--- config.mk ---
export PLATFORM = sky130hd
export DESIGN_NAME = duet_register_machine_execute_core
export DESIGN_NICKNAME = d
export VERILOG_FILES = /design/src/hw/rtl/drm_pkg.sv /design/src/hw/rtl/drm_ram.sv /design/src/hw/rtl/drm_iter.sv /design/src/hw/rtl/duet_register_machine_execute_core.sv
export SDC_FILE = /design/constraint.sdc
export NUM_CORES = 2
export LEC_CHECK = 0
export BUFFER_PORTS_ARGS = -buffer_cell sky130_fd_sc_hd__buf_2
export CORE_MARGIN = 4
export CORE_UTILIZATION = 31
export CTS_CLUSTER_DIAMETER = 60
export DETAILED_ROUTE_END_ITERATION = 6
export GPL_ROUTABILITY_DRIVEN = 0
export PLACE_DENSITY_LB_ADDON = 0.05
export SKIP_CTS_REPAIR_TIMING = 1
export SLEW_MARGIN = 10
export SYNTH_ARGS = -nofsm -noshare
export SYNTH_HDL_FRONTEND = slang
export SYNTH_SLANG_ARGS = --single-unit
--- constraint.sdc ---
create_clock -name clk -period 30.7 [get_ports clk]
set_input_delay 3.07 -clock clk [delete_from_list [all_inputs] [get_ports clk]]
set_output_delay 3.07 -clock clk [all_outputs]
set_load 0.05 [all_outputs]
--- src/hw/rtl/drm_pkg.sv ---
// ----------------------------------------------------------------------------
// drm_pkg
// Shared types and constants of the duet register machine execute core:
// opcodes, request and result structs, and the iterative unit's command.
// ----------------------------------------------------------------------------
package drm_pkg;

  // Default sizing of the machine
  localparam int NUM_REGS_DEF = 26;
  localparam int PC_BITS_DEF  = 32;

  // Register p, loaded from the program id
  localparam logic [4:0] P_INDEX = 5'd15;

  // Opcodes
  localparam logic [2:0] OP_SND = 3'd0;
  localparam logic [2:0] OP_SET = 3'd1;
  localparam logic [2:0] OP_ADD = 3'd2;
  localparam logic [2:0] OP_MUL = 3'd3;
  localparam logic [2:0] OP_MOD = 3'd4;
  localparam logic [2:0] OP_JGZ = 3'd5;
  localparam logic [2:0] OP_RCV = 3'd6;

  // Configuration register indexes
  localparam logic REG_PROGRAM_ID = 1'b0;

  // One decoded instruction request
  typedef struct packed {
    logic [2:0]         func;
    logic [4:0]         x_reg;
    logic               x_is_imm;
    logic signed [63:0] x_imm;
    logic               y_is_imm;
    logic [4:0]         y_reg;
    logic signed [63:0] y_imm;
    logic               rx_valid;
    logic signed [63:0] rx_value;
  } drm_in_t;

  // One execution result
  typedef struct packed {
    logic signed [31:0] next_pc;
    logic               send_valid;
    logic signed [63:0] send_value;
    logic               rx_taken;
    logic               stalled;
    logic               divide_by_zero;
    logic [31:0]        sends_so_far;
  } drm_out_t;

  // Operations of the shared iterative unit
  typedef enum logic [1:0] {
    IOP_ADD,
    IOP_MUL,
    IOP_REM
  } iter_op_t;

  typedef struct packed {
    logic     start;
    iter_op_t op;
  } iter_cmd_t;

endpackage

--- src/hw/rtl/drm_ram.sv ---
// ----------------------------------------------------------------------------
// drm_ram
// Generic single-write, single-read RAM with a registered read port.
// ----------------------------------------------------------------------------
module drm_ram #(
  parameter int WIDTH = 64,
  parameter int DEPTH = 26,
  parameter int AW    = $clog2(DEPTH)
) (
  input  logic             clk,
  input  logic             we,
  input  logic [AW-1:0]    waddr,
  input  logic [WIDTH-1:0] wdata,
  input  logic [AW-1:0]    raddr,
  output logic [WIDTH-1:0] rdata
);

  logic [WIDTH-1:0] mem [DEPTH];

  // Write port and registered read port
  always_ff @(posedge clk) begin
    if (we) begin
      mem[waddr] <= wdata;
    end
    rdata <= mem[raddr];
  end

endmodule

--- src/hw/rtl/drm_iter.sv ---
// ----------------------------------------------------------------------------
// drm_iter
// Shared iterative arithmetic unit: one 64-bit adder/subtractor used for
// add, shift-add multiply and restoring truncated remainder.
// ----------------------------------------------------------------------------
module drm_iter (
  input  logic              clk,
  input  logic              rst_n,
  input  drm_pkg::iter_cmd_t cmd,
  input  logic [63:0]       a,
  input  logic [63:0]       b,
  output logic              done,
  output logic [63:0]       result
);
  import drm_pkg::*;

  typedef enum logic [2:0] {
    I_IDLE,
    I_SUM,
    I_ABSA,
    I_ABSB,
    I_LOOP,
    I_FIX,
    I_DONE
  } istate_t;

  istate_t     state_r;
  iter_op_t    op_r;
  logic [63:0] a_r;
  logic [63:0] b_r;
  logic [63:0] acc_r;
  logic [5:0]  cnt_r;
  logic        neg_r;

  logic [63:0] add_x;
  logic [63:0] add_y;
  logic        sub;
  logic [64:0] sum;
  logic [63:0] rem_sh;
  logic        last;

  assign rem_sh = {acc_r[62:0], a_r[63]};
  assign last   = (cnt_r == 6'd63);

  // Route operands onto the shared adder
  always_comb begin
    add_x = a_r;
    add_y = b_r;
    sub   = 1'b0;
    unique case (state_r)
      I_ABSA: begin
        add_x = '0;
        add_y = a_r;
        sub   = 1'b1;
      end
      I_ABSB: begin
        add_x = '0;
        add_y = b_r;
        sub   = 1'b1;
      end
      I_LOOP: begin
        if (op_r == IOP_MUL) begin
          add_x = acc_r;
          add_y = a_r;
        end else begin
          add_x = rem_sh;
          add_y = b_r;
          sub   = 1'b1;
        end
      end
      I_FIX: begin
        add_x = '0;
        add_y = acc_r;
        sub   = 1'b1;
      end
      default: begin
        add_x = a_r;
        add_y = b_r;
        sub   = 1'b0;
      end
    endcase
  end

  // Carry out high on a subtraction means no borrow
  assign sum = {1'b0, add_x} + {1'b0, (sub ? ~add_y : add_y)} + 65'(sub);

  assign done   = (state_r == I_DONE);
  assign result = acc_r;

  // Sequencer and datapath registers
  always_ff @(posedge clk) begin
    if (!rst_n) begin
      state_r <= I_IDLE;
    end else begin
      unique case (state_r)
        I_IDLE: begin
          if (cmd.start) begin
            op_r  <= cmd.op;
            a_r   <= a;
            b_r   <= b;
            acc_r <= '0;
            cnt_r <= '0;
            neg_r <= a[63];
            unique case (cmd.op)
              IOP_ADD: state_r <= I_SUM;
              IOP_MUL: state_r <= I_LOOP;
              IOP_REM: state_r <= I_ABSA;
              default: state_r <= I_SUM;
            endcase
          end
        end
        I_SUM: begin
          acc_r   <= sum[63:0];
          state_r <= I_DONE;
        end
        I_ABSA: begin
          if (a_r[63]) begin
            a_r <= sum[63:0];
          end
          state_r <= I_ABSB;
        end
        I_ABSB: begin
          if (b_r[63]) begin
            b_r <= sum[63:0];
          end
          state_r <= I_LOOP;
        end
        I_LOOP: begin
          if (op_r == IOP_MUL) begin
            // Shift-add one multiplier bit a cycle
            if (b_r[0]) begin
              acc_r <= sum[63:0];
            end
            a_r <= {a_r[62:0], 1'b0};
            b_r <= {1'b0, b_r[63:1]};
          end else begin
            // Restoring step: keep the difference when it did not borrow
            acc_r <= sum[64] ? sum[63:0] : rem_sh;
            a_r   <= {a_r[62:0], 1'b0};
          end
          cnt_r <= cnt_r + 6'd1;
          if (last) begin
            state_r <= (op_r == IOP_REM) ? I_FIX : I_DONE;
          end
        end
        I_FIX: begin
          // Remainder takes the sign of the dividend
          if (neg_r) begin
            acc_r <= sum[63:0];
          end
          state_r <= I_DONE;
        end
        I_DONE: begin
          state_r <= I_IDLE;
        end
        default: begin
          state_r <= I_IDLE;
        end
      endcase
    end
  end

endmodule

--- src/hw/rtl/duet_register_machine_execute_core.sv ---
// ----------------------------------------------------------------------------
// duet_register_machine_execute_core
// Executes one decoded duet instruction per request against a register file,
// a program counter and a send counter.
// ----------------------------------------------------------------------------
// Usage:
//   Requests arrive on in_valid/in_ready/in_data, one decoded instruction
//   each; every request gives exactly one result on out_valid/out_ready/
//   out_data. in_ready is high only while the sequencer is idle, so one
//   request is worked on at a time.
//   After acceptance, the X and then the Y register is read through the
//   single read port of the register RAM. add, mul and mod with a nonzero
//   divisor then run on the shared adder, which takes one operand bit per
//   cycle for mul and mod; snd, set, jgz, rcv, mod with a zero divisor and
//   the unused opcode skip it.
//   The next request is accepted in the cycle after a result is loaded.
//   A finished result sits in the output register; the next request is
//   accepted while it waits. A request that completes while the previous
//   result is still held waits in its final state until the receiver takes
//   it. Register writes and pc/counter updates happen as the result is
//   loaded.
//   Reset clears the pc, the send counter, the program id and marks every
//   register as zero through per-register valid bits, with no clearing pass.
//   The program id is written over the APB-style cfg_ port and also loads
//   register p; the user must write it only while idle (not enforced).
// ----------------------------------------------------------------------------
module duet_register_machine_execute_core #(
  parameter int NUM_REGS = drm_pkg::NUM_REGS_DEF,
  parameter int PC_BITS  = drm_pkg::PC_BITS_DEF
) (
  input  logic             clk,
  input  logic             rst_n,
  input  logic             in_valid,
  output logic             in_ready,
  input  drm_pkg::drm_in_t in_data,
  output logic             out_valid,
  input  logic             out_ready,
  output drm_pkg::drm_out_t out_data,
  input  logic             cfg_psel,
  input  logic             cfg_penable,
  input  logic             cfg_pwrite,
  input  logic [2:0]       cfg_paddr,
  input  logic [31:0]      cfg_pwdata,
  output logic [31:0]      cfg_prdata,
  output logic             cfg_pready
);
  import drm_pkg::*;

  localparam int         AW    = $clog2(NUM_REGS);
  localparam logic [4:0] NREG5 = 5'(NUM_REGS);

  typedef enum logic [2:0] {
    S_IDLE,
    S_RDX,
    S_RDY,
    S_CAPY,
    S_EXEC,
    S_WAIT,
    S_DONE
  } state_t;

  state_t               state_r;
  drm_in_t              req_r;
  logic                 rd_ok_r;
  logic [63:0]          rv_r;
  logic [63:0]          yv_r;
  logic [PC_BITS-1:0]   pc_r;
  logic [PC_BITS-1:0]   pc_upd_r;
  logic [31:0]          send_cnt_r;
  logic                 wr_en_r;
  logic [63:0]          wr_val_r;
  logic                 snd_r;
  logic [63:0]          send_val_r;
  logic                 taken_r;
  logic                 stall_r;
  logic                 dz_r;
  logic [NUM_REGS-1:0]  vld_r;
  logic [7:0]           pid_r;
  logic                 out_valid_r;
  drm_out_t             out_r;

  logic                 cfg_wr;
  logic                 x_in;
  logic                 y_in;
  logic [AW-1:0]        raddr;
  logic                 rd_in;
  logic [63:0]          ram_rdata;
  logic [63:0]          rd_val;
  logic                 ram_we;
  logic [AW-1:0]        ram_waddr;
  logic [63:0]          ram_wdata;
  logic [63:0]          xv;
  logic                 jgz_take;
  logic [PC_BITS-1:0]   pc_inc;
  logic [PC_BITS-1:0]   pc_jmp;
  logic                 done_fire;
  logic [31:0]          send_cnt_nxt;
  logic                 wr_en_nxt;
  logic [63:0]          wr_val_nxt;
  logic                 snd_nxt;
  logic [63:0]          send_val_nxt;
  logic                 taken_nxt;
  logic                 stall_nxt;
  logic                 dz_nxt;
  logic [PC_BITS-1:0]   pc_upd_nxt;
  iter_cmd_t            iter_cmd;
  logic                 iter_done;
  logic [63:0]          iter_result;

  // Configuration port
  assign cfg_pready = 1'b1;
  assign cfg_wr     = cfg_psel && cfg_penable && cfg_pwrite && cfg_pready &&
                      (cfg_paddr[2] == REG_PROGRAM_ID);
  assign cfg_prdata = (cfg_paddr[2] == REG_PROGRAM_ID) ? {24'd0, pid_r} : 32'd0;

  // Register index checks and read address
  assign x_in  = (req_r.x_reg < NREG5);
  assign y_in  = (req_r.y_reg < NREG5);
  assign raddr = (state_r == S_RDX) ? req_r.x_reg[AW-1:0] : req_r.y_reg[AW-1:0];
  assign rd_in = (state_r == S_RDX) ? x_in : y_in;

  // Unwritten or out-of-range registers read as zero
  assign rd_val = rd_ok_r ? ram_rdata : 64'd0;

  // Operand values and pc candidates
  assign xv       = req_r.x_is_imm ? req_r.x_imm : rv_r;
  assign jgz_take = !xv[63] && (xv != 64'd0);
  assign pc_inc   = pc_r + PC_BITS'(1);
  assign pc_jmp   = pc_r + yv_r[PC_BITS-1:0];

  assign done_fire    = (state_r == S_DONE) && (!out_valid_r || out_ready);
  assign send_cnt_nxt = send_cnt_r + 32'(snd_r);

  // Register RAM write: configuration first, else the commit of a result
  always_comb begin
    if (cfg_wr) begin
      ram_we    = 1'b1;
      ram_waddr = AW'(P_INDEX);
      ram_wdata = {56'd0, cfg_pwdata[7:0]};
    end else begin
      ram_we    = done_fire && wr_en_r && x_in;
      ram_waddr = req_r.x_reg[AW-1:0];
      ram_wdata = wr_val_r;
    end
  end

  // Start the shared unit for add, mul and mod with a nonzero divisor
  always_comb begin
    iter_cmd.start = 1'b0;
    iter_cmd.op    = IOP_ADD;
    if (state_r == S_EXEC) begin
      case (req_r.func)
        OP_ADD: begin
          iter_cmd.start = 1'b1;
          iter_cmd.op    = IOP_ADD;
        end
        OP_MUL: begin
          iter_cmd.start = 1'b1;
          iter_cmd.op    = IOP_MUL;
        end
        OP_MOD: begin
          iter_cmd.start = (yv_r != 64'd0);
          iter_cmd.op    = IOP_REM;
        end
        default: begin
          iter_cmd.start = 1'b0;
          iter_cmd.op    = IOP_ADD;
        end
      endcase
    end
  end

  // Decode the executed instruction into its flags, write and next pc
  always_comb begin
    wr_en_nxt    = 1'b0;
    wr_val_nxt   = yv_r;
    snd_nxt      = 1'b0;
    send_val_nxt = '0;
    taken_nxt    = 1'b0;
    stall_nxt    = 1'b0;
    dz_nxt       = 1'b0;
    pc_upd_nxt   = pc_inc;
    case (req_r.func) inside
      OP_SND: begin
        snd_nxt      = 1'b1;
        send_val_nxt = xv;
      end
      OP_SET: begin
        wr_en_nxt = 1'b1;
      end
      OP_ADD, OP_MUL: begin
        wr_en_nxt = 1'b1;
      end
      OP_MOD: begin
        if (yv_r == 64'd0) begin
          dz_nxt = 1'b1;
        end else begin
          wr_en_nxt = 1'b1;
        end
      end
      OP_JGZ: begin
        if (jgz_take) begin
          pc_upd_nxt = pc_jmp;
        end
      end
      OP_RCV: begin
        if (req_r.rx_valid) begin
          wr_en_nxt  = 1'b1;
          wr_val_nxt = req_r.rx_value;
          taken_nxt  = 1'b1;
        end else begin
          stall_nxt  = 1'b1;
          pc_upd_nxt = pc_r;
        end
      end
      default: begin
        wr_en_nxt = 1'b0;
      end
    endcase
  end

  drm_ram #(
    .WIDTH (64),
    .DEPTH (NUM_REGS),
    .AW    (AW)
  ) u_regs (
    .clk   (clk),
    .we    (ram_we),
    .waddr (ram_waddr),
    .wdata (ram_wdata),
    .raddr (raddr),
    .rdata (ram_rdata)
  );

  drm_iter u_iter (
    .clk    (clk),
    .rst_n  (rst_n),
    .cmd    (iter_cmd),
    .a      (rv_r),
    .b      (yv_r),
    .done   (iter_done),
    .result (iter_result)
  );

  // Sequencer, architectural state and output register
  always_ff @(posedge clk) begin
    if (!rst_n) begin
      state_r     <= S_IDLE;
      pc_r        <= '0;
      send_cnt_r  <= '0;
      vld_r       <= '0;
      pid_r       <= '0;
      out_valid_r <= 1'b0;
    end else begin
      // Mark written registers as holding data
      if (ram_we) begin
        vld_r[ram_waddr] <= 1'b1;
      end
      if (cfg_wr) begin
        pid_r <= cfg_pwdata[7:0];
      end

      // Raise a result as it is loaded, drop it once taken
      if (done_fire) begin
        out_valid_r <= 1'b1;
      end else if (out_ready) begin
        out_valid_r <= 1'b0;
      end

      unique case (state_r)
        S_IDLE: begin
          if (in_valid) begin
            req_r   <= in_data;
            state_r <= S_RDX;
          end
        end
        S_RDX: begin
          rd_ok_r <= rd_in && vld_r[raddr];
          state_r <= S_RDY;
        end
        S_RDY: begin
          rv_r    <= rd_val;
          rd_ok_r <= rd_in && vld_r[raddr];
          state_r <= S_CAPY;
        end
        S_CAPY: begin
          yv_r    <= req_r.y_is_imm ? req_r.y_imm : rd_val;
          state_r <= S_EXEC;
        end
        S_EXEC: begin
          wr_en_r    <= wr_en_nxt;
          wr_val_r   <= wr_val_nxt;
          snd_r      <= snd_nxt;
          send_val_r <= send_val_nxt;
          taken_r    <= taken_nxt;
          stall_r    <= stall_nxt;
          dz_r       <= dz_nxt;
          pc_upd_r   <= pc_upd_nxt;
          state_r    <= iter_cmd.start ? S_WAIT : S_DONE;
        end
        S_WAIT: begin
          if (iter_done) begin
            wr_val_r <= iter_result;
            state_r  <= S_DONE;
          end
        end
        S_DONE: begin
          if (done_fire) begin
            pc_r                 <= pc_upd_r;
            send_cnt_r           <= send_cnt_nxt;
            out_r.next_pc        <= 32'($signed(pc_upd_r));
            out_r.send_valid     <= snd_r;
            out_r.send_value     <= send_val_r;
            out_r.rx_taken       <= taken_r;
            out_r.stalled        <= stall_r;
            out_r.divide_by_zero <= dz_r;
            out_r.sends_so_far   <= send_cnt_nxt;
            state_r              <= S_IDLE;
          end
        end
        default: begin
          state_r <= S_IDLE;
        end
      endcase
    end
  end

  assign in_ready  = (state_r == S_IDLE);
  assign out_valid = out_valid_r;
  assign out_data  = out_r;

endmodule

==> results.txt <==
----------------------------------------------------
[Run status]
  Result of the run ... complete, but fails checks
  Violated checks ... DRC

[Finish]
  Cell Count, Final, Fillers Out ... 12800
  Synthesis-to-finish area growth ... 16.8%
  Top library cells by usage in the layout, fill and taps aside ... sky130_fd_sc_hd__edfxtp_1 (2499), sky130_fd_sc_hd__nand2_1 (976), sky130_fd_sc_hd__mux4_2 (390)
  Ratio of cells with drive above 1 in the final layout ... 0.197
  Commonest non-fill, non-tap cell in the layout ... sky130_fd_sc_hd__edfxtp_1
  Nets ... 8058
  Final core utilization ... 0.365

[Floorplanning]
  Number of core rows ... about 220
  Die area ... about 370000 um^2
  Area of the core ... roughly 360000 um^2
  Die extent in x ... ~600 um
  Top Ports ... about 420
  Vert. Die Dim ... 607 um
  Effective utilization at floorplan ... 0.312

[STA]
  Highest achievable clock rate ... between 100 and 150 MHz
  Tcrit/Tclk final ... 0.254
  Number of setup violations in the final report ... 0
  Clock period minus final worst setup slack ... slightly below 8 ns
  Aggregate negative setup slack ... 0 ns
  Worst-case clock skew ... 0.0502 ns
  Headroom to the max-slew limit ... 0.168
  Number of hold-slack violations in the final timing report ... 0
  Minimum hold slack ... 0.408 ns
  Slew Limit Fails ... 0
  Unrepaired setup endpoints after global routing ... false
  Slew of the pin with the lowest slew margin ... about 1.2 ns

[Yosys]
  Share of synthesized registers carrying an async set or reset ... 0
  Cell area after technology mapping ... roughly 110000 um^2
  Leading post-synthesis cells by cell area ... sky130_fd_sc_hd__edfxtp_1 (67%), sky130_fd_sc_hd__mux4_2 (7.9%), sky130_fd_sc_hd__nand2_1 (3.3%)
  Synthesized instance count ... roughly 7300
  Number of distinct library cell variants in the gate-level netlist after synthesis ... just under 100
  Library cell with the largest summed area after synthesis ... sky130_fd_sc_hd__edfxtp_1
  Most common flop cell mapped by yosys ... sky130_fd_sc_hd__edfxtp_1
  Mean area per synthesized cell ... 15.3 um^2
  Share of Yosys cell area claimed by the top area cell type ... 0.674
  Count of flip-flops with a built-in enable after synthesis ... around 2500
  Synthesis Warnings ... 0
  Flop and latch count out of synthesis ... between 2000 and 3000
  Sequential share of the synthesized area ... 0.704

[Clock network]
  Library cell used as clock root buffer ... sky130_fd_sc_hd__clkbuf_16
  Clock latency on the worst-skew pair ... roughly 0.93 ns
  Max Buffers Root-to-Sink ... 4
  Clock-pin slew of the registers on the worst-case setup and hold paths ... 0.06 ns
  Maximum level of the CTS H-tree ... 5
  Number of buffers inserted during clock tree synthesis ... ~340
  Clock tree from TritonCTS ... yes
  Sink Count ... 2668

[Setup path]
  Buffer and inverter count on the worst path ... 4
  Critical path peak fanout ... 32
  Worst r2r src ... u_iter.state_r[1]
  Type of destination of the critical path ... flip-flop
  Crit-path leading delay family ... compound AO/OA/AOI/OAI gates
  Worst path cell trace ... and2b_1 -> o21ai_0 -> and2_2 -> buf_4 -> buf_4 -> a222oi_1 -> xnor2_1 -> ha_1 -> a21o_1 -> a21o_1 -> a21o_1 -> a41oi_1 -> and4b_1 -> a22o_1 -> a31oi_4 -> a41oi_4 -> buf_4 -> o21a_1 -> buf_4 -> o21ai_1
  CP most frequent cell ... sky130_fd_sc_hd__buf_4
  Delay of the slowest critical-path stage ... ~0.79 ns
  Critical Path Source ... u_iter.state_r[1]
  Slowest library cell on the worst path ... sky130_fd_sc_hd__dfxtp_1
  Crit Path Category ... reg -> reg
  Data required, critical path ... about 31 ns
  CP Data Arrival Time ... roughly 8.4 ns
  Startpoint types ... flip-flop

[Detailed routing]
  Overall via count from detail_route ... 66700
  Count of antenna-violating nets left after detailed routing ... 0
  Overall routed net length ... about 400000 um
  Initial detailed-routing violation count ... roughly 6000
  Final routed wire length divided by cell count ... around 31 um
  Number of detailed-routing iterations run before antenna repair ... 7
  DRC viols ... 5
  Ratio of routed vias to standard cells ... 5.23

[Placed design]
  Total of buffers placed on input and output ports ... about 370
  DP Wirelength ... 247000 um
  Placed Cells incl. Taps ... ~12000

[Job]
  Number of maximum-capacitance constraint violations ... 0

[Power and ir drop]
  Peak ir drop on the vdd network ... 0.0393 mV
  Reported leakage power ... around 44 nW
  Power density over cell area ... ~66 nW/um^2

[Global routing]
  Number of antenna violations at the first check in global routing ... 57
  Pin count of the biggest net entering global routing ... between 90 and 100
  Global route overflow ... 0
  Via count of the first global-routing pass ... about 70000
  Wire length of the first global-routing pass ... 556000 um
  Total routing usage reported by global routing ... 0.210

[Worst hold path]
  Path class of the lowest-slack min-delay path ... reg -> reg
  Startpoint of the most critical hold path ... send_val_r[60]

----------------------------------------------------
[area by class of cell]
cell class	instances	area [um^2]
inverter	72	270
sequential	2668	78400
antenna	14	35.0
clock buffer	443	9070
timing repair buffer	531	3190
fill	34000	227000
tap	4751	5940
clock inverter	173	1870
multi-input combinational	4098	31300
[power breakdown]
group          switching (mW)  internal, mW
registers              0.0544          4.01
clock network            1.58          2.35
logic                   0.352         0.195
total                    1.99          6.56
[flip-flops by register name (all words and copies together), names as in the netlist, 2 cells and up]
register / count
u_regs.mem: 1664
req_r: 208
out_data: 132
rv_r: 64
send_val_r: 64
u_iter.a_r: 64
u_iter.b_r: 64
u_iter.result: 64
u_regs.rdata: 64
wr_val_r: 64
yv_r: 64
pc_r: 32
pc_upd_r: 32
send_cnt_r: 32
vld_r: 26
pid_r: 8
u_iter.cnt_r: 6
state_r: 3
u_iter.state_r: 3
u_iter.op_r: 2
[Yosys cell counts, types with 56 or more instances]
cell type	count
sky130_fd_sc_hd__edfxtp_1	2499
sky130_fd_sc_hd__nand2_1	976
sky130_fd_sc_hd__mux4_2	390
sky130_fd_sc_hd__nor2_1	332
sky130_fd_sc_hd__o21ai_0	281
sky130_fd_sc_hd__clkbuf_1	274
sky130_fd_sc_hd__a21oi_1	263
sky130_fd_sc_hd__nand3_1	253
sky130_fd_sc_hd__dfxtp_1	169
sky130_fd_sc_hd__xnor2_1	162
sky130_fd_sc_hd__and2_1	155
sky130_fd_sc_hd__mux2i_1	135
sky130_fd_sc_hd__ha_1	100
sky130_fd_sc_hd__a22oi_1	96
sky130_fd_sc_hd__a222oi_1	93
sky130_fd_sc_hd__buf_2	89
sky130_fd_sc_hd__a21o_1	80
sky130_fd_sc_hd__a31oi_1	77
sky130_fd_sc_hd__inv_1	71
sky130_fd_sc_hd__mux2_2	69
sky130_fd_sc_hd__xor2_1	58
sky130_fd_sc_hd__a21boi_0	56
sky130_fd_sc_hd__buf_1	56
[kinds of logic after synthesis]
group,count (synthesis),synth area share
other,2,0.0000674
and+or+nand+nor,1962,0.0787
xor gates and xnor gates,220,0.0173
AOI/OAI and AO/OA,1195,0.0706
buffers and inverters,521,0.0196
DFF,2668,0.704
adders and majority gates,102,0.0116
muxes,594,0.0980
[stage by stage]
step | setup WS (ns) | area [um^2] | total power, mW
2_1_floorplan | 4.77 | 111000 | 4.46
3_3_place_gp | 22.64 | 119000 | 4.70
3_5_place_dp | 22.63 | 119000 | 4.70
4_1_cts | 22.88 | 130000 | 8.67
5_1_grt | 22.67 | 130000 | 8.85
6_report | 22.91 | 130000 | 8.55
[final timing paths]
check	endpoint	slack, ns	cells after the start
max	u_iter.result[42]	22.91	20
min	out_data[95]	0.41	0
max reg2reg	u_iter.result[42]	22.91	20
min reg2reg	out_data[95]	0.41	0
[worst register-to-register path: stages (launching register included)]
cell,delay [ns]
sky130_fd_sc_hd__dfxtp_1,0.79
sky130_fd_sc_hd__and2b_1,0.35
sky130_fd_sc_hd__o21ai_0,0.14
sky130_fd_sc_hd__and2_2,0.43
sky130_fd_sc_hd__buf_4,0.41
sky130_fd_sc_hd__buf_4,0.54
sky130_fd_sc_hd__a222oi_1,0.24
sky130_fd_sc_hd__xnor2_1,0.18
sky130_fd_sc_hd__ha_1,0.39
sky130_fd_sc_hd__a21o_1,0.24
sky130_fd_sc_hd__a21o_1,0.18
sky130_fd_sc_hd__a21o_1,0.20
sky130_fd_sc_hd__a41oi_1,0.59
sky130_fd_sc_hd__and4b_1,0.38
sky130_fd_sc_hd__a22o_1,0.21
sky130_fd_sc_hd__a31oi_4,0.09
sky130_fd_sc_hd__a41oi_4,0.27
sky130_fd_sc_hd__buf_4,0.42
sky130_fd_sc_hd__o21a_1,0.73
sky130_fd_sc_hd__buf_4,0.56
sky130_fd_sc_hd__o21ai_1,0.17
[per-layer routing]
metal  track usage  part of all wire  up-vias
met5             0          0.000080        -
met4        0.0588             0.030        6
met3        0.0248             0.042      570
met2         0.359              0.49     1826
met1         0.283              0.43    35300
li1              -                 -    29000
(Power assumes the default switching activity.)
